$ cat config.mk
export PLATFORM = sky130hd
export DESIGN_NAME = button_multi_press_classifier_flat
export DESIGN_NICKNAME = d
export VERILOG_FILES = /design/src/rtl/bmpc_pkg.sv /design/src/rtl/bmpc_in_if.sv /design/src/rtl/bmpc_out_if.sv /design/src/rtl/button_multi_press_classifier.sv /design/src/flat_wrapper.sv
export VERILOG_INCLUDE_DIRS = /design/src /design/src/rtl
export SDC_FILE = /design/constraint.sdc
export NUM_CORES = 1
export LEC_CHECK = 0
export ABC_AREA = 0
export CAP_MARGIN = 30
export CORE_MARGIN = 2
export CORE_UTILIZATION = 60
export DETAILED_ROUTE_END_ITERATION = 8
export DONT_BUFFER_PORTS = 1
export GPL_TIMING_DRIVEN = 0
export PLACE_DENSITY = 0.86
export SETUP_SLACK_MARGIN = 0.15
export SLEW_MARGIN = 40
export SYNTH_ARGS = -nofsm -noshare
export SYNTH_HDL_FRONTEND = slang
export SYNTH_SLANG_ARGS = --single-unit
$ cat constraint.sdc
create_clock -name clk -period 10.95 [get_ports clk]
set_input_delay 0 -clock clk [delete_from_list [all_inputs] [get_ports clk]]
set_output_delay 0 -clock clk [all_outputs]
set_load 0.005 [all_outputs]
$ cat src/rtl/assert_macros.svh
// Assertion macros of the multi-press classifier RTL.
`ifndef ASSERT_MACROS_SVH
`define ASSERT_MACROS_SVH

// Same-cycle implication, checked outside reset.
`define ASSERT_IMP(lbl, clk, rst_n, ante, cons, msg) \
  lbl: assert property (@(posedge clk) disable iff (!rst_n) (ante) |-> (cons)) \
    else $error(msg);

// Next-cycle implication, checked outside reset.
`define ASSERT_NXT(lbl, clk, rst_n, ante, cons, msg) \
  lbl: assert property (@(posedge clk) disable iff (!rst_n) (ante) |=> (cons)) \
    else $error(msg);

`endif

$ cat src/rtl/bmpc_pkg.sv
// Types and constants of the button multi-press classifier.
package bmpc_pkg;

  localparam int CFG_DATA_W = 16;
  localparam int CFG_IDX_W  = 3;

  // Configuration register indexes
  localparam logic [CFG_IDX_W-1:0] REG_DEBOUNCE     = 3'd0;
  localparam logic [CFG_IDX_W-1:0] REG_LONG_PRESS   = 3'd1;
  localparam logic [CFG_IDX_W-1:0] REG_MULTI_WINDOW = 3'd2;
  localparam logic [CFG_IDX_W-1:0] REG_SINGLE_EN    = 3'd3;
  localparam logic [CFG_IDX_W-1:0] REG_DOUBLE_EN    = 3'd4;
  localparam logic [CFG_IDX_W-1:0] REG_TRIPLE_EN    = 3'd5;

  // Reset values of the timing registers
  localparam logic [CFG_DATA_W-1:0] DEBOUNCE_RST     = 16'd50;
  localparam logic [CFG_DATA_W-1:0] LONG_PRESS_RST   = 16'd1000;
  localparam logic [CFG_DATA_W-1:0] MULTI_WINDOW_RST = 16'd400;

  typedef logic [1:0] count_t;

  typedef enum logic [2:0] {
    G_NONE   = 3'd0,
    G_SINGLE = 3'd1,
    G_DOUBLE = 3'd2,
    G_TRIPLE = 3'd3,
    G_LONG   = 3'd4
  } gesture_t;

  typedef enum logic [3:0] {
    ST_IDLE     = 4'b0001,
    ST_PRESSING = 4'b0010,
    ST_WAITING  = 4'b0100,
    ST_LONG     = 4'b1000
  } state_t;

  // Outcome of one pass of the press state machine
  typedef struct packed {
    state_t   state;
    count_t   count;
    gesture_t gesture;
    logic     set_start;
    logic     set_release;
  } run_t;

endpackage

$ cat src/rtl/bmpc_in_if.sv
// Sample channel of the multi-press classifier: valid, ready and the raw level.
interface bmpc_in_if;
  logic valid;
  logic ready;
  logic pressed_sample;

  modport source (output valid, output pressed_sample, input ready);
  modport sink (input valid, input pressed_sample, output ready);
endinterface

$ cat src/rtl/bmpc_out_if.sv
// Result channel of the multi-press classifier: valid, ready and the report.
interface bmpc_out_if;
  import bmpc_pkg::*;

  logic     valid;
  logic     ready;
  gesture_t gesture;
  logic     debounced_pressed;
  count_t   presses_counted;

  modport source (output valid, output gesture, output debounced_pressed,
                  output presses_counted, input ready);
  modport sink (input valid, input gesture, input debounced_pressed,
                input presses_counted, output ready);
endinterface

$ cat src/rtl/button_multi_press_classifier.sv
// Button multi-press classifier: debounce, press state machine and result register.
//
// Each sample transfer is one poll tick and yields exactly one result transfer;
// the result is registered and offered from the next cycle. The whole tick (clock
// advance, debounce check, the edge pass and the timeout pass of the press state
// machine) is evaluated combinationally between the state registers and the result register, so a new sample is
// taken in every cycle as long as the result register is empty or is being
// drained in that cycle; a stalled result holds in the result register and
// blocks only the next sample. Gesture codes: 0 none, 1 single, 2 double,
// 3 triple, 4 long press. Times wrap at TIME_WIDTH bits. Configuration is
// written through cfg_we/cfg_index/cfg_wdata; indexes beyond the last
// register are ignored.
module button_multi_press_classifier #(
  parameter int TIME_WIDTH = 32
) (
  input  logic                                clk,
  input  logic                                rst_n,
  input  logic                                cfg_we,
  input  logic [bmpc_pkg::CFG_IDX_W-1:0]      cfg_index,
  input  logic [bmpc_pkg::CFG_DATA_W-1:0]     cfg_wdata,
  bmpc_in_if.sink                             in_ch,
  bmpc_out_if.source                          out_ch
);
  import bmpc_pkg::*;

  `include "assert_macros.svh"

  typedef logic [TIME_WIDTH-1:0] time_t;

  // Configuration registers
  logic [CFG_DATA_W-1:0] debounce_r, long_press_r, multi_window_r;
  logic                  single_en_r, double_en_r, triple_en_r;

  // Tick state
  time_t    tick_r, start_r, release_r, edge_r;
  time_t    tick_nxt, start_nxt, release_nxt, edge_nxt;
  state_t   state_r, state_nxt;
  count_t   count_r, count_nxt;
  logic     level_r, level_nxt;

  // Result register
  logic     out_valid_r;
  gesture_t gesture_r, gesture_nxt;
  logic     out_level_r;
  count_t   out_count_r;

  logic     accept;
  logic     edge_acc;
  logic     deb_ok, long_old, win_old, long_zero;
  run_t     run_edge, run_tmo;

  // One pass of the press state machine
  function automatic run_t run_machine(input state_t st, input count_t cnt,
                                       input logic level, input logic long_hit,
                                       input logic win_hit, input logic en_s,
                                       input logic en_d, input logic en_t);
    run_t   r;
    count_t inc;
    logic   dispatch;
    r.state       = st;
    r.count       = cnt;
    r.gesture     = G_NONE;
    r.set_start   = 1'b0;
    r.set_release = 1'b0;
    inc           = (cnt == 2'd3) ? cnt : cnt + 2'd1;
    dispatch      = (inc == 2'd1 && en_s && !en_d && !en_t) ||
                    (inc == 2'd2 && en_d && !en_t) ||
                    (inc == 2'd3 && en_t);
    unique case (st)
      ST_IDLE: begin
        if (level) begin
          r.set_start = 1'b1;
          r.state     = ST_PRESSING;
        end
      end
      ST_WAITING: begin
        // a press resumes the sequence even after the window ran out
        if (level) begin
          r.set_start = 1'b1;
          r.state     = ST_PRESSING;
        end else if (win_hit) begin
          r.gesture = gesture_t'({1'b0, cnt});
          r.count   = 2'd0;
          r.state   = ST_IDLE;
        end
      end
      ST_PRESSING: begin
        if (level) begin
          // long press only on the first press of a sequence
          if (cnt == 2'd0 && long_hit) begin
            r.gesture = G_LONG;
            r.state   = ST_LONG;
          end
        end else begin
          r.set_release = 1'b1;
          if (dispatch) begin
            r.gesture = gesture_t'({1'b0, inc});
            r.count   = 2'd0;
            r.state   = ST_IDLE;
          end else begin
            r.count = inc;
            r.state = ST_WAITING;
          end
        end
      end
      ST_LONG: begin
        if (!level) begin
          r.count = 2'd0;
          r.state = ST_IDLE;
        end
      end
      default: r.state = ST_IDLE;
    endcase
    return r;
  endfunction

  // Take a sample while the result register is free or draining
  assign in_ch.ready = !out_valid_r || out_ch.ready;
  assign accept      = in_ch.valid && in_ch.ready;

  // Elapsed-time compares against the state before this tick
  always_comb begin
    tick_nxt  = tick_r + time_t'(1);
    deb_ok    = (tick_nxt - edge_r) >= time_t'(debounce_r);
    long_old  = (tick_nxt - start_r) >= time_t'(long_press_r);
    win_old   = (tick_nxt - release_r) > time_t'(multi_window_r);
    long_zero = (long_press_r == '0);
    edge_acc  = (in_ch.pressed_sample != level_r) && deb_ok;
  end

  // Edge pass, then timeout pass with the debounced level
  always_comb begin
    if (edge_acc) begin
      run_edge = run_machine(state_r, count_r, in_ch.pressed_sample, long_old,
                             win_old, single_en_r, double_en_r, triple_en_r);
    end else begin
      run_edge = '{state: state_r, count: count_r, gesture: G_NONE,
                   set_start: 1'b0, set_release: 1'b0};
    end
    level_nxt = edge_acc ? in_ch.pressed_sample : level_r;
    // a time stamped in the edge pass has zero elapsed in the timeout pass
    run_tmo = run_machine(run_edge.state, run_edge.count, level_nxt,
                          run_edge.set_start ? long_zero : long_old,
                          run_edge.set_release ? 1'b0 : win_old,
                          single_en_r, double_en_r, triple_en_r);
    state_nxt   = run_tmo.state;
    count_nxt   = run_tmo.count;
    edge_nxt    = edge_acc ? tick_nxt : edge_r;
    start_nxt   = (run_edge.set_start || run_tmo.set_start) ? tick_nxt : start_r;
    release_nxt = (run_edge.set_release || run_tmo.set_release) ? tick_nxt : release_r;
    // the later report wins
    gesture_nxt = (run_tmo.gesture != G_NONE) ? run_tmo.gesture : run_edge.gesture;
  end

  // Configuration writes
  always_ff @(posedge clk) begin
    if (!rst_n) begin
      debounce_r     <= DEBOUNCE_RST;
      long_press_r   <= LONG_PRESS_RST;
      multi_window_r <= MULTI_WINDOW_RST;
      single_en_r    <= 1'b0;
      double_en_r    <= 1'b0;
      triple_en_r    <= 1'b0;
    end else if (cfg_we) begin
      unique case (cfg_index)
        REG_DEBOUNCE:     debounce_r     <= cfg_wdata;
        REG_LONG_PRESS:   long_press_r   <= cfg_wdata;
        REG_MULTI_WINDOW: multi_window_r <= cfg_wdata;
        REG_SINGLE_EN:    single_en_r    <= cfg_wdata[0];
        REG_DOUBLE_EN:    double_en_r    <= cfg_wdata[0];
        REG_TRIPLE_EN:    triple_en_r    <= cfg_wdata[0];
        default: ;
      endcase
    end
  end

  // Advance tick state on each sample transfer
  always_ff @(posedge clk) begin
    if (!rst_n) begin
      tick_r    <= '0;
      start_r   <= '0;
      release_r <= '0;
      edge_r    <= '0;
      state_r   <= ST_IDLE;
      count_r   <= 2'd0;
      level_r   <= 1'b0;
    end else if (accept) begin
      tick_r    <= tick_nxt;
      start_r   <= start_nxt;
      release_r <= release_nxt;
      edge_r    <= edge_nxt;
      state_r   <= state_nxt;
      count_r   <= count_nxt;
      level_r   <= level_nxt;
    end
  end

  // Result register valid
  always_ff @(posedge clk) begin
    if (!rst_n) begin
      out_valid_r <= 1'b0;
    end else if (accept) begin
      out_valid_r <= 1'b1;
    end else if (out_ch.ready) begin
      out_valid_r <= 1'b0;
    end
  end

  // Result register payload
  always_ff @(posedge clk) begin
    if (accept) begin
      gesture_r   <= gesture_nxt;
      out_level_r <= level_nxt;
      out_count_r <= count_nxt;
    end
  end

  assign out_ch.valid             = out_valid_r;
  assign out_ch.gesture           = gesture_r;
  assign out_ch.debounced_pressed = out_level_r;
  assign out_ch.presses_counted   = out_count_r;

  // Idle always carries an empty press count
  `ASSERT_IMP(a_idle_count, clk, rst_n, state_r == ST_IDLE, count_r == 2'd0,
              "press count nonzero in idle")

  // A pending long-press report leaves the machine in long-pressed
  `ASSERT_IMP(a_long_state, clk, rst_n, out_valid_r && gesture_r == G_LONG,
              state_r == ST_LONG, "long press reported outside long state")

  // A multi-press report closes the sequence
  `ASSERT_IMP(a_multi_close, clk, rst_n,
              out_valid_r && (gesture_r == G_SINGLE || gesture_r == G_DOUBLE ||
                              gesture_r == G_TRIPLE),
              state_r == ST_IDLE && out_count_r == 2'd0,
              "press report did not close the sequence")

  // Every sample transfer advances the tick clock by one
  `ASSERT_NXT(a_tick_step, clk, rst_n, accept,
              tick_r == $past(tick_r) + time_t'(1), "tick clock did not advance")

endmodule

$ cat src/flat_wrapper.sv
// flat-port wrapper written by rule: the top's interface ports become plain ports
module button_multi_press_classifier_flat import bmpc_pkg::*;
#(
  parameter int TIME_WIDTH = 32
)
  (clk, rst_n, cfg_we, cfg_index, cfg_wdata, in_ch_valid, in_ch_pressed_sample, in_ch_ready, out_ch_valid, out_ch_gesture, out_ch_debounced_pressed, out_ch_presses_counted, out_ch_ready);
  bmpc_in_if in_ch_i ();
  bmpc_out_if out_ch_i ();
  input  logic clk;
  input  logic rst_n;
  input  logic cfg_we;
  input  logic [bmpc_pkg::CFG_IDX_W-1:0] cfg_index;
  input  logic [bmpc_pkg::CFG_DATA_W-1:0] cfg_wdata;
  input wire logic [$bits(in_ch_i.valid)-1:0] in_ch_valid;
  input wire logic [$bits(in_ch_i.pressed_sample)-1:0] in_ch_pressed_sample;
  output wire logic [$bits(in_ch_i.ready)-1:0] in_ch_ready;
  output wire logic [$bits(out_ch_i.valid)-1:0] out_ch_valid;
  output wire logic [$bits(out_ch_i.gesture)-1:0] out_ch_gesture;
  output wire logic [$bits(out_ch_i.debounced_pressed)-1:0] out_ch_debounced_pressed;
  output wire logic [$bits(out_ch_i.presses_counted)-1:0] out_ch_presses_counted;
  input wire logic [$bits(out_ch_i.ready)-1:0] out_ch_ready;
  assign in_ch_i.valid = in_ch_valid;
  assign in_ch_i.pressed_sample = in_ch_pressed_sample;
  assign in_ch_ready = in_ch_i.ready;
  assign out_ch_valid = out_ch_i.valid;
  assign out_ch_gesture = out_ch_i.gesture;
  assign out_ch_debounced_pressed = out_ch_i.debounced_pressed;
  assign out_ch_presses_counted = out_ch_i.presses_counted;
  assign out_ch_i.ready = out_ch_ready;
  button_multi_press_classifier #(.TIME_WIDTH(TIME_WIDTH)) u_core (.clk(clk), .rst_n(rst_n), .cfg_we(cfg_we), .cfg_index(cfg_index), .cfg_wdata(cfg_wdata), .in_ch(in_ch_i), .out_ch(out_ch_i));
endmodule
### Word level (Yosys, flattened, before mapping)

Index checks and enable logic that the tools add are counted.

* bits in registers: 193
* logic and storage cells: 138

* add/sub/neg operators: 6
* $lt $le $gt $ge: 3
* eq/ne operators: 22
* multiplexer cells: 47
* reduce and logical (&&, ||, !) cells: 43

Operators with widths (number)
* subtractor 32 bit: 3
* greater-or-equal comparator 32 x 16 -> 1 bit: 2
* adder 32 x 1 -> 32 bit (second input constant): 1
* greater-than comparator 32 x 16 -> 1 bit: 1
* two-way mux 4 bit: 8
* one-hot mux 4 bit (4 select lines): 2
* two-way mux 5 bit: 4
* two-way mux 9 bit: 2
* AND reduction 2 bit: 9
* logical AND 1 bit: 16
* logical NOT 16 bit: 1
* two-way mux 3 bit: 5
* two-way mux 1 bit: 13
* == test 2 bit (second input constant): 6
* two-way mux 2 bit: 6
* two-way mux 6 bit: 2
* one-hot mux 2 bit (3 select lines): 2
* one-hot mux 3 bit (2 select lines): 2
* two-way mux 11 bit: 1
* == test 4 x 1 -> 1 bit (second input constant): 2
* == test 4 x 2 -> 1 bit (second input constant): 2
* == test 4 x 3 -> 1 bit (second input constant): 2
* == test 4 bit (second input constant): 2
* logical OR 1 bit: 7
* 12 further kinds: 20

### Longest topological paths before layout

Gate-level depths: netlist (run 1).

* depth in word-level cells: 25
* mapped depth: 32
* depth with buffers taken out: 30

### Least setup slack after synthesis (run 1)

Ideal clock, no wire load.

* path kind: flip-flop to flip-flop
* from: register u_core.tick_r[0]
* to: register u_core.gesture_r[1] (netlist: u_core.out_ch.gesture[1]) (data pin)
* library setup time: 265 ps
* arrival time: 6919 ps
* path slack: 3765 ps
* cell stages (with the launch flop): 27
* clock period less this slack: 7185 ps
* cell sequence: dfxtp_1 ha_1 nand3_1 nor2_1 nand3_1 or4_1 nor2_1 and3_1 and3_1 and3_1 and3_1 and3_1 xnor2_1 inv_1 ha_1 nand2_1 or3_1 or3_1 a211o_1 or4_4 nor4_4 and4b_1 a221o_1 and4_1 and3_1 a21boi_0 or3_1

* longest elaborated chain between the ends: 20
* elaborated cells on any way between the ends: 47
* classes of those cells: add/sub (5); order compare (3); eq/ne (6); mux (20); reduce/logical (13)

RTL lines
* start, declared: line button_multi_press_classifier.sv:35 `time_t tick_r, start_r, release_r, edge_r;`
* start signal, assigned: line button_multi_press_classifier.sv:188 `tick_r <= tick_nxt;`
* adder 32 x 1 -> 32 bit *: line button_multi_press_classifier.sv:123 `tick_nxt = tick_r + time_t'(1);`
* net u_core.tick_nxt[28]: line button_multi_press_classifier.sv:36 `time_t tick_nxt, start_nxt, release_nxt, edge_nxt;`
* subtractor 32 bit: line button_multi_press_classifier.sv:126 `win_old = (tick_nxt - release_r) > time_t'(multi_window_r);`
* greater-than comparator 32 x 16 -> 1 bit: line button_multi_press_classifier.sv:126
* two-way mux 9 bit: line button_multi_press_classifier.sv:81 `end else if (win_hit) begin`
* two-way mux 5 bit: line button_multi_press_classifier.sv:78 `if (level) begin`
* one-hot mux 2 bit (3 select lines): line button_multi_press_classifier.sv:69 `unique case (st)`
* two-way mux 11 bit: line button_multi_press_classifier.sv:133 `if (edge_acc) begin`
* [6 not listed]
* logical OR 1 bit: line button_multi_press_classifier.sv:66 `dispatch = (inc == 2'd1 && en_s && !en_d && !en_t) ||`
* logical OR 1 bit: line button_multi_press_classifier.sv:67 `(inc == 2'd2 && en_d && !en_t) ||`
* two-way mux 2 bit: line button_multi_press_classifier.sv:96 `if (dispatch) begin`
* two-way mux 3 bit: line button_multi_press_classifier.sv:88 `if (level) begin`
* one-hot mux 3 bit (2 select lines): line button_multi_press_classifier.sv:69
* nonzero test 3 bit: line button_multi_press_classifier.sv:152 `gesture_nxt = (run_tmo.gesture != G_NONE) ? run_tmo.gesture : run_edge.gesture;`
* two-way mux 3 bit *: line button_multi_press_classifier.sv:152
* net u_core.gesture_nxt[1]: line button_multi_press_classifier.sv:43 `gesture_t gesture_r, gesture_nxt;`
* end signal, assigned: line button_multi_press_classifier.sv:212 `gesture_r <= gesture_nxt;`
* end, declared: line button_multi_press_classifier.sv:43

Mark *: on every way through the listed nets, which the timed path passes. The rest lies on a longest branch.
A chain may end at the register's enable or synchronous reset.

### Final worst setup path (run 1)

* from: register u_core.tick_r[0]
* to: register u_core.release_r[26]

* longest elaborated chain between the ends: 12
* elaborated cells on any way between the ends: 21
* classes of those cells: add/sub (4); order compare (3); eq/ne (1); mux (9); reduce/logical (4)

RTL lines
* adder 32 x 1 -> 32 bit *: line button_multi_press_classifier.sv:123
* net u_core.tick_nxt[12]: line button_multi_press_classifier.sv:36
* subtractor 32 bit: line button_multi_press_classifier.sv:125 `long_old = (tick_nxt - start_r) >= time_t'(long_press_r);`
* greater-or-equal comparator 32 x 16 -> 1 bit: line button_multi_press_classifier.sv:125
* logical AND 1 bit: line button_multi_press_classifier.sv:90 `if (cnt == 2'd0 && long_hit) begin`
* two-way mux 4 bit: line button_multi_press_classifier.sv:90
* two-way mux 4 bit: line button_multi_press_classifier.sv:88
* one-hot mux 4 bit (4 select lines): line button_multi_press_classifier.sv:69
* two-way mux 11 bit: line button_multi_press_classifier.sv:133
* == test 4 x 2 -> 1 bit: line button_multi_press_classifier.sv:69
* two-way mux 1 bit: line button_multi_press_classifier.sv:69
* logical OR 1 bit *: line button_multi_press_classifier.sv:150 `release_nxt = (run_edge.set_release || run_tmo.set_release) ? tick_nxt : release_r;`
* AND reduction 2 bit (no line) *
* end signal, assigned: line button_multi_press_classifier.sv:190 `release_r <= release_nxt;`
* end, declared: line button_multi_press_classifier.sv:35

Marks and branches as above.

==> results.toml, run 1 <==
[floorplan]
io-pin-count = 33
core_sq_um = 25300
die_w_um = 165
die_h_um = 165
start_util = 0.615
die_area_sq_um = 27300
rows = 58

[timing]
final.period_utilization = 0.850
fin_skew_ns = 0.0231
fin_ws_ns = 1.65
fin_crit_ns = 9.30
tns_ns = 0
maxSlewHeadroom = 0.415
max_freq_mhz = 108
rsz0062_at_grt = "false"
drv_slew = 0
timing_hold_violations_final = 0
finalSetupViolCount = 0
tightest_slew_ns = 0.870
whs_ns = 0.0614

[clocking]
numCtsBuffers = 17
cts_sinks = 193
tritoncts = "built"
clkSlewWorstSetupHoldPaths_ns = 0.10
cts-root-buf = "clkbuf_16"
htree_levels = 4
clockBufferDepth = 2
clk_latency_ns = 0.46
cts-resized-gates = 0

[synthesis]
synthFlopType = "dfxtp_1"
synth_cell_types = 90
synthesis.nets = 2246
seq_area_frac_synth = 0.252
ys_warn_count = 0
syn_area_sq_um = 15600
synthCells = 2076
synth-async-reset-ratio = 0
synth_enable_flop_cells = 6
synth-seq-cells = 193
syn_area_per_cell_sq_um = 7.51

[setup_path]
crit_required_ns = 11.29
crit_arrival_ns = 9.64
setup.worst_path.start = "u_core.tick_r[0]"
rr_worst_depth = 31
cpPeakStageDelay_ns = 0.64
slowest_stage = "dfxtp_1"
reg2reg_from = "u_core.tick_r[0]"
end_kind = "flip-flop"
cp_common_cell = "nand3_1"
crit_fanout = 10
critical_path_class = "flip-flop to flip-flop"
reg2reg_slack_ns = 1.65
crit_end = "u_core.release_r[26]"
critPathLaunchType = "flip-flop"
regToRegEndpoint = "u_core.release_r[26]"

[cells_and_area]
final_util = 0.667
antenna_cells = 0
layout_commonest_cell = "nand2_1"
num-fill-cells = 2131
area_growth_pct = 8.46
final_cell_mix = "232 x nand2_1, 194 x inv_1, 187 x dfxtp_1"
final_nets = 2289
drive_above_1_share = 0.0469

[flow_run]
cap_violations = 0

[global_routing]
grt_max_degree = 25
grt_antenna_before_repair = 1
gr-total-overflow = 0
grt_first_pass_wirelength_um = 79300
grt_pass1_vias = 15203
grt_usage = 0.372

[drt]
drc_errors = 0
drtPass1Iterations = 5
drtIter0Drc = 1633
dr_total_vias = 15985
vias_per_cell = 6.49
wl_per_cell_um = 20.5
ant_nets = 0
wl_um = 50500

[status]
status = "finished clean"

[power]
power.leakage_nw = 7.36
finalPower_mw = 2.26
powerDensity_nw_per_um2 = 134
ir_drop_v = 0.0000864

[placed_design]
gp_congestion = 0.999
io_buffers = 0
hpwl_um = 39400
dpl_worst_slack_ns = 1.84

[worst_hold_path]
hold_path_class = "primary input to flip-flop"
[power breakdown]
group / leakage (nW) / switching (mW) / internal, mW
combinational: 5.46 / 0.502 / 0.315
sequential: 1.58 / 0.0255 / 0.739
clock: 0.314 / 0.357 / 0.326
[Yosys cell counts (33+ instances only)]
library cell | number | share of area
a211oi_1 | 48 | 0.023
a21o_1 | 34 | 0.016
a21oi_1 | 186 | 0.060
clkbuf_1 | 78 | 0.019
dfxtp_1 | 187 | 0.24
ha_1 | 142 | 0.11
inv_1 | 194 | 0.047
nand2_1 | 232 | 0.056
nand3_1 | 70 | 0.022
nand4_1 | 48 | 0.019
nor2_1 | 179 | 0.043
o211ai_1 | 33 | 0.016
o21ai_0 | 99 | 0.032
xnor2_1 | 67 | 0.038
xor2_1 | 51 | 0.029
[cell families after synthesis]
| group | Yosys count | synth area share |
|---|---|---|
| AO/OA/AOI/OAI | 595 | 0.260 |
| XOR/XNOR | 118 | 0.0663 |
| adder cells (fa/ha/maj) | 145 | 0.118 |
| buffers and inverters | 296 | 0.0749 |
| flip-flops | 193 | 0.252 |
| multiplexers | 15 | 0.0105 |
| AND/OR/NAND/NOR | 714 | 0.219 |
[metal layers]
layer	GRT usage	vias to the layer above	wire [um]
li1	-	7492	-
met1	0.471	7497	20200
met2	0.601	807	22500
met3	0.0699	187	4890
met4	0.196	2	2830
met5	0	-	7
[critical path: cells and delay by family, from the launching register on]
| family | cells | cell delay (ns) |
|---|---|---|
| AO/OA/AOI/OAI | 8 | 2.09 |
| XOR/XNOR | 2 | 0.86 |
| adder cells (fa/ha/maj) | 3 | 1.08 |
| buffers and inverters | 2 | 0.81 |
| flip-flops | 1 | 0.64 |
| AND/OR/NAND/NOR | 16 | 3.69 |
[worst min path at each step]
stage                      start                    to  slack [ns]  cells after the start
finish                    cfg_we  u_core.debounce_r[6]        0.06                      4
global placement     in_ch_valid   u_core.out_ch.valid        0.13                      2
detailed placement   in_ch_valid   u_core.out_ch.valid        0.14                      2
floorplan           out_ch_ready           in_ch_ready        0.13                      1
global route               rst_n     u_core.state_r[2]        0.13                      3
CTS                       cfg_we  u_core.debounce_r[2]        0.06                      4
[flip-flops by register name, summed over array words and instances (netlist names), 2 cells and up]
signal / cells
u_core.count_r: 2
u_core.debounce_r: 16
u_core.edge_r: 32
u_core.long_press_r: 16
u_core.multi_window_r: 16
u_core.out_ch.gesture: 3
u_core.out_ch.presses_counted: 2
u_core.release_r: 32
u_core.start_r: 32
u_core.state_r: 4
u_core.tick_r: 32
[per-stage QoR]
step	cells	instance area [sq um]
finish	2462	16900
global route	2462	16900
CTS	2462	16900
detailed placement	2406	16000
global placement	2406	16000
floorplan	2076	15600
[layout make-up]
class,instances,area (sq um),share of cell area
multi-input combinational,1587,10500,0.621
sequential,193,3920,0.232
inverter,195,732,0.0433
buffer,101,438,0.0259
clock buffer,17,425,0.0252
tap,330,413,0.0244
timing repair buffer,24,240,0.0142
clock inverter,15,231,0.0137
[timing repair]
item	CTS	global route
setup buffers	0	0
hold buffers	24	0
endpoints found under the hold margin	58	0
Power figures use the tool's default switching activity.
==> run 2: changes to the inputs <==
Settings changed: ABC_AREA 0 to 1.
Clock period 10.95 ns to 8.6 ns, I/O delays scaled along.
==> results.toml, run 2 <==
[timing]
fin_skew_ns = 0.0124
finalSetupViolCount = 0
fin_crit_ns = 7.62
max_freq_mhz = 131
timing_hold_violations_final = 0
final.period_utilization = 0.886
drv_slew = 0
tns_ns = 0
whs_ns = 0.152
rsz0062_at_grt = "false"
tightest_slew_ns = 0.998
maxSlewHeadroom = 0.332

[setup_path]
crit_required_ns = 8.92
cp_common_cell = "nor2_1"
slowest_stage = "dfxtp_1"
crit_arrival_ns = 7.94
crit_fanout = 10
end_kind = "flip-flop"
cpPeakStageDelay_ns = 0.59
critical_path_class = "flip-flop to flip-flop"
reg2reg_slack_ns = 0.98
reg2reg_from = "u_core.tick_r[0]"
critPathLaunchType = "flip-flop"
regToRegEndpoint = "u_core.release_r[5]"
rr_worst_depth = 39

[status]
status = "finished clean"

[drt]
ant_nets = 0
wl_um = 57600
vias_per_cell = 5.58
drtIter0Drc = 1866
drtPass1Iterations = 7
dr_total_vias = 18240
drc_errors = 0
wl_per_cell_um = 17.6

[clocking]
tritoncts = "built"
clockBufferDepth = 2
cts_sinks = 193
cts-resized-gates = 0
htree_levels = 4
clk_latency_ns = 0.45
clkSlewWorstSetupHoldPaths_ns = 0.08
cts-root-buf = "clkbuf_16"
numCtsBuffers = 17

[cells_and_area]
final_cell_mix = "807 x nand2_1, 553 x inv_1, 295 x nor2_1"
final_area_sq_um = 18200
layout_commonest_cell = "nand2_1"
layoutNonFillerInstCount = 3271
area_growth_pct = 8.20
final_nets = 3047
drive_above_1_share = 0.0346
num-fill-cells = 2633

[floorplan]
start_util = 0.606
io-pin-count = 33
die_area_sq_um = 29400
core_sq_um = 27700
die_h_um = 171
rows = 61
die_w_um = 171

[synthesis]
synth_enable_flop_cells = 6
synth_top_area_cell = "dfxtp_1"
synth-seq-cells = 193
seq_area_frac_synth = 0.234
synth_area_leaders = "dfxtp_1 22%, nand2_1 18%, inv_1 12%"
synth.most_common_cell = "nand2_1"
synth_common_cells = "807 x nand2_1, 553 x inv_1, 295 x nor2_1"
synthCells = 2833
synth_top_area_frac = 0.223
synthFlopType = "dfxtp_1"
synth-async-reset-ratio = 0
ys_warn_count = 0
syn_area_sq_um = 16800
syn_area_per_cell_sq_um = 5.93
synth_cell_types = 48
synthesis.nets = 3003

[placed_design]
hpwl_um = 45600
gp_congestion = 0.984
place_inst = 3211
dpl_cell_area_sq_um = 17300
io_buffers = 0

[power]
pwr-share-seq = 0.275
p_clk_frac = 0.221
p_switching_mw = 1.66
ir_drop_v = 0.000154
p_int_mw = 1.97
finalPower_mw = 3.64
comb_power_share = 0.504
powerDensity_nw_per_um2 = 200
power.leakage_nw = 9.54
switching_share = 0.458

[global_routing]
grt_max_degree = 19
grt_pass1_vias = 16869
grt_antenna_before_repair = 3
gr-total-overflow = 0
grt_first_pass_wirelength_um = 89300
grt_usage = 0.397

[worst_hold_path]
hold_path_class = "primary input to flip-flop"
worstHoldPathCells = 3
hold_path_startpoint = "in_ch_valid"
min_to = "u_core.tick_r[22]"

[flow_run]
cap_violations = 0
run 2: cells by family after synthesis:
family / after synthesis / share of synthesized area
simple gates: 1368 / 0.338
buf+inv: 617 / 0.140
compound gates: 441 / 0.143
flops: 193 / 0.234
fa+ha+maj: 145 / 0.109
xor+xnor: 69 / 0.0360
run 2: worst max-delay path by stage:
stage / start / endpoint / slack [ns] / cells after the start
after floorplan: u_core.tick_r[0] / u_core.out_ch.presses_counted[0] / 3.48 / 38
after global placement: u_core.tick_r[0] / u_core.release_r[7] / 1.55 / 38
after detailed placement: u_core.tick_r[0] / u_core.release_r[8] / 1.43 / 40
after CTS: u_core.tick_r[0] / u_core.release_r[5] / 1.34 / 38
after global routing: u_core.tick_r[0] / u_core.release_r[16] / 0.50 / 40
final: u_core.tick_r[0] / u_core.release_r[5] / 0.98 / 39
run 2: through the flow:
stage	setup slack [ns]	util
detailed placement	1.43	0.625
CTS	1.34	0.655
floorplan	3.48	-
global placement	1.55	0.623
finish	0.983	0.656
global route	0.504	0.656
run 2: worst max-delay path: cells and delay by family, from the launching register on:
family / cells / cell delay, ns
AOI/OAI and AO/OA: 3 / 0.49
xor gates and xnor gates: 1 / 0.57
adders and majority gates: 2 / 0.76
buffers and inverters: 4 / 0.83
DFF: 1 / 0.59
and+or+nand+nor: 29 / 4.18
run 2: layout make-up:
class | count | area, sq um | area share
inverters | 563 | 2120 | 0.117
clock inverters | 13 | 148 | 0.00812
repair buffers | 25 | 250 | 0.0138
plain buffers | 54 | 236 | 0.0130
diodes | 3 | 7.51 | 0.000413
flip-flops and latches | 193 | 3920 | 0.216
multi-input cells | 2023 | 10600 | 0.582
clock buffers | 19 | 433 | 0.0238
well taps | 378 | 473 | 0.0260
run 2: timing repair:
action                                  4_1_cts  5_1_grt
buffers inserted                              0        0
hold buffers                                 25        0
hold endpoints to repair                     52        0
endpoints found under the setup margin        0        0
run 2: routing by layer:
layer	global-route usage	vias up	wire (um)
met5	0	-	0
met4	0.183	0	2840
met3	0.0838	185	6260
met2	0.623	862	24400
met1	0.523	8227	24100
li1	-	8966	-
run 2: power by group through the flow:
stage                     logic [mW]  clock network, mW  registers (mW)
after global placement          1.71                  0            1.01
after CTS                       1.79              0.800           0.997
after global routing            2.06              0.829            1.00
final                           1.83              0.804           0.999
after floorplan                 1.32                  0            1.01
after detailed placement        1.76                  0            1.02
==> run 3: changes to the inputs <==
Settings changed: ABC_AREA 1 to unset.
==> results.toml, run 3 (synthesis gave the netlist of run 1 again) <==
[status]
status = "finished clean"

[drt]
drtIter0Drc = 1619
drtPass1Iterations = 6
dr_total_vias = 15987
wl_um = 50700
drc_errors = 0
wl_per_cell_um = 20.6
vias_per_cell = 6.48
ant_nets = 0

[timing]
fin_skew_ns = 0.0220
tightest_slew_ns = 0.829
final.period_utilization = 0.947
whs_ns = 0.0879
drv_slew = 0
rsz0062_at_grt = "false"
finalSetupViolCount = 0
maxSlewHeadroom = 0.442
fin_crit_ns = 8.15
fin_ws_ns = 0.454
max_freq_mhz = 123
timing_hold_violations_final = 0

[clocking]
numCtsBuffers = 17
cts_sinks = 193
clk_latency_ns = 0.46
clkSlewWorstSetupHoldPaths_ns = 0.09
clockBufferDepth = 2
htree_levels = 4
tritoncts = "built"
cts-root-buf = "clkbuf_16"

[worst_hold_path]
worstHoldPathCells = 3
hold_path_class = "primary input to flip-flop"
hold_path_startpoint = "rst_n"
min_to = "u_core.edge_r[13]"

[setup_path]
reg2reg_slack_ns = 0.45
critPathLaunchType = "flip-flop"
critical_path_class = "flip-flop to flip-flop"
rr_worst_depth = 31
cp_num_cells = 31
crit_arrival_ns = 8.48
end_kind = "flip-flop"
regToRegEndpoint = "u_core.release_r[18]"
cpPeakStageDelay_ns = 0.62
crit_required_ns = 8.93
cp_top_family = "simple AND/OR/NAND/NOR gates"
reg2reg_from = "u_core.tick_r[0]"
crit_fanout = 10
crit_buf_inv = 4
slowest_stage = "or4_4"
cp_common_cell = "nand3_1"

[cells_and_area]
layoutNonFillerInstCount = 2469
final_cell_mix = "232 x nand2_1, 192 x inv_1, 186 x a21oi_1, 186 x dfxtp_1, 176 x nor2_1"
antenna_cells = 0
drive_above_1_share = 0.0598
final_nets = 2296
area_growth_pct = 9.51
layout_commonest_cell = "nand2_1"

[placed_design]
io_buffers = 0
hpwl_um = 39400
dpl_worst_slack_ns = -0.514
gp_congestion = 0.999
place_inst = 2406

[global_routing]
gr-total-overflow = 0
grt_first_pass_wirelength_um = 79300
busiest_layer = "met2"
globalRouteMet2Util = 0.605
grt_pass1_vias = 15207
met1_usage = 0.471
met3_usage = 0.0697
grt_usage = 0.372
grt_antenna_before_repair = 1
grt_max_degree = 25

[floorplan]
die_area_sq_um = 27300
die_h_um = 165
io-pin-count = 33
start_util = 0.615
die_w_um = 165
rows = 58
core_sq_um = 25300

[power]
ir_drop_v = 0.000111
power.leakage_nw = 7.42
powerDensity_nw_per_um2 = 169
finalPower_mw = 2.89

[flow_run]
cap_violations = 0
[run 3: cell count changes in the layout (fill, tap and decap cells not counted), sizes merged, moves of 25 or more]
| cell | change |
|---|---|
| nand2 | -590 |
| nand3 | -71 |
| a21o | +32 |
| clkbuf | +37 |
| inv | -364 |
| a211oi | +60 |
| nor2 | -130 |
| o21ai | -63 |
| o211a | +25 |
| nand2b | +28 |
| xnor2 | +59 |
[run 3: worst register-to-register path, delay by kind of cell (launching register included)]
| kind | cells | cell delay (ns) |
|---|---|---|
| AOI/OAI and AO/OA | 7 | 1.90 |
| and+or+nand+nor | 15 | 3.09 |
| adders and majority gates | 3 | 0.96 |
| buffers and inverters | 4 | 0.82 |
| DFF | 1 | 0.45 |
| xor gates and xnor gates | 2 | 0.80 |
[run 3: area by class of cell]
| class | instances | area [sq um] |
|---|---|---|
| clock buffers | 17 | 425 |
| clock inverters | 15 | 231 |
| flip-flops and latches | 193 | 3930 |
| multi-input cells | 1587 | 10600 |
| fillers | 2108 | 8260 |
| well taps | 330 | 413 |
| inverters | 195 | 732 |
| repair buffers | 31 | 293 |
| plain buffers | 101 | 447 |
[run 3: power breakdown]
part | internal [mW] | total (mW) | leakage, nW | switching (mW)
combinational | 0.404 | 1.05 | 5.52 | 0.645
clock | 0.415 | 0.868 | 0.314 | 0.454
sequential | 0.941 | 0.974 | 1.58 | 0.0326
[run 3: how the worst max path moves through the flow]
| stage | from | endpoint |
|---|---|---|
| floorplan | u_core.tick_r[0] | u_core.out_ch.gesture[1] |
| global placement | u_core.tick_r[0] | u_core.release_r[26] |
| detailed placement | u_core.tick_r[0] | u_core.release_r[27] |
| CTS | u_core.tick_r[0] | u_core.start_r[3] |
| global route | u_core.tick_r[0] | u_core.release_r[22] |
| finish | u_core.tick_r[0] | u_core.release_r[18] |
[run 3: layer usage]
layer  part of all wire  wire length, um
met1               0.40            20300
met5            0.00014                7
met4              0.053             2710
met2               0.45            22800
met3              0.096             4870
[run 3: metrics by stage]
stage / setup TNS [ns] / util / area, sq um
after global routing: 0 / 0.674 / 17100
after global placement: -13.46 / 0.632 / 16000
after CTS: 0 / 0.669 / 16900
after floorplan: 0 / - / 15600
final: 0 / 0.674 / 17100
after detailed placement: -18.56 / 0.632 / 16000
[run 3: repair_timing]
item,4_1_cts,5_1_grt
setup endpoints to repair,74,95
hold endpoints to repair,58,0
hold buffers,24,0
pin swaps,3,3
setup buffers,4,3
gates resized for setup,7,24
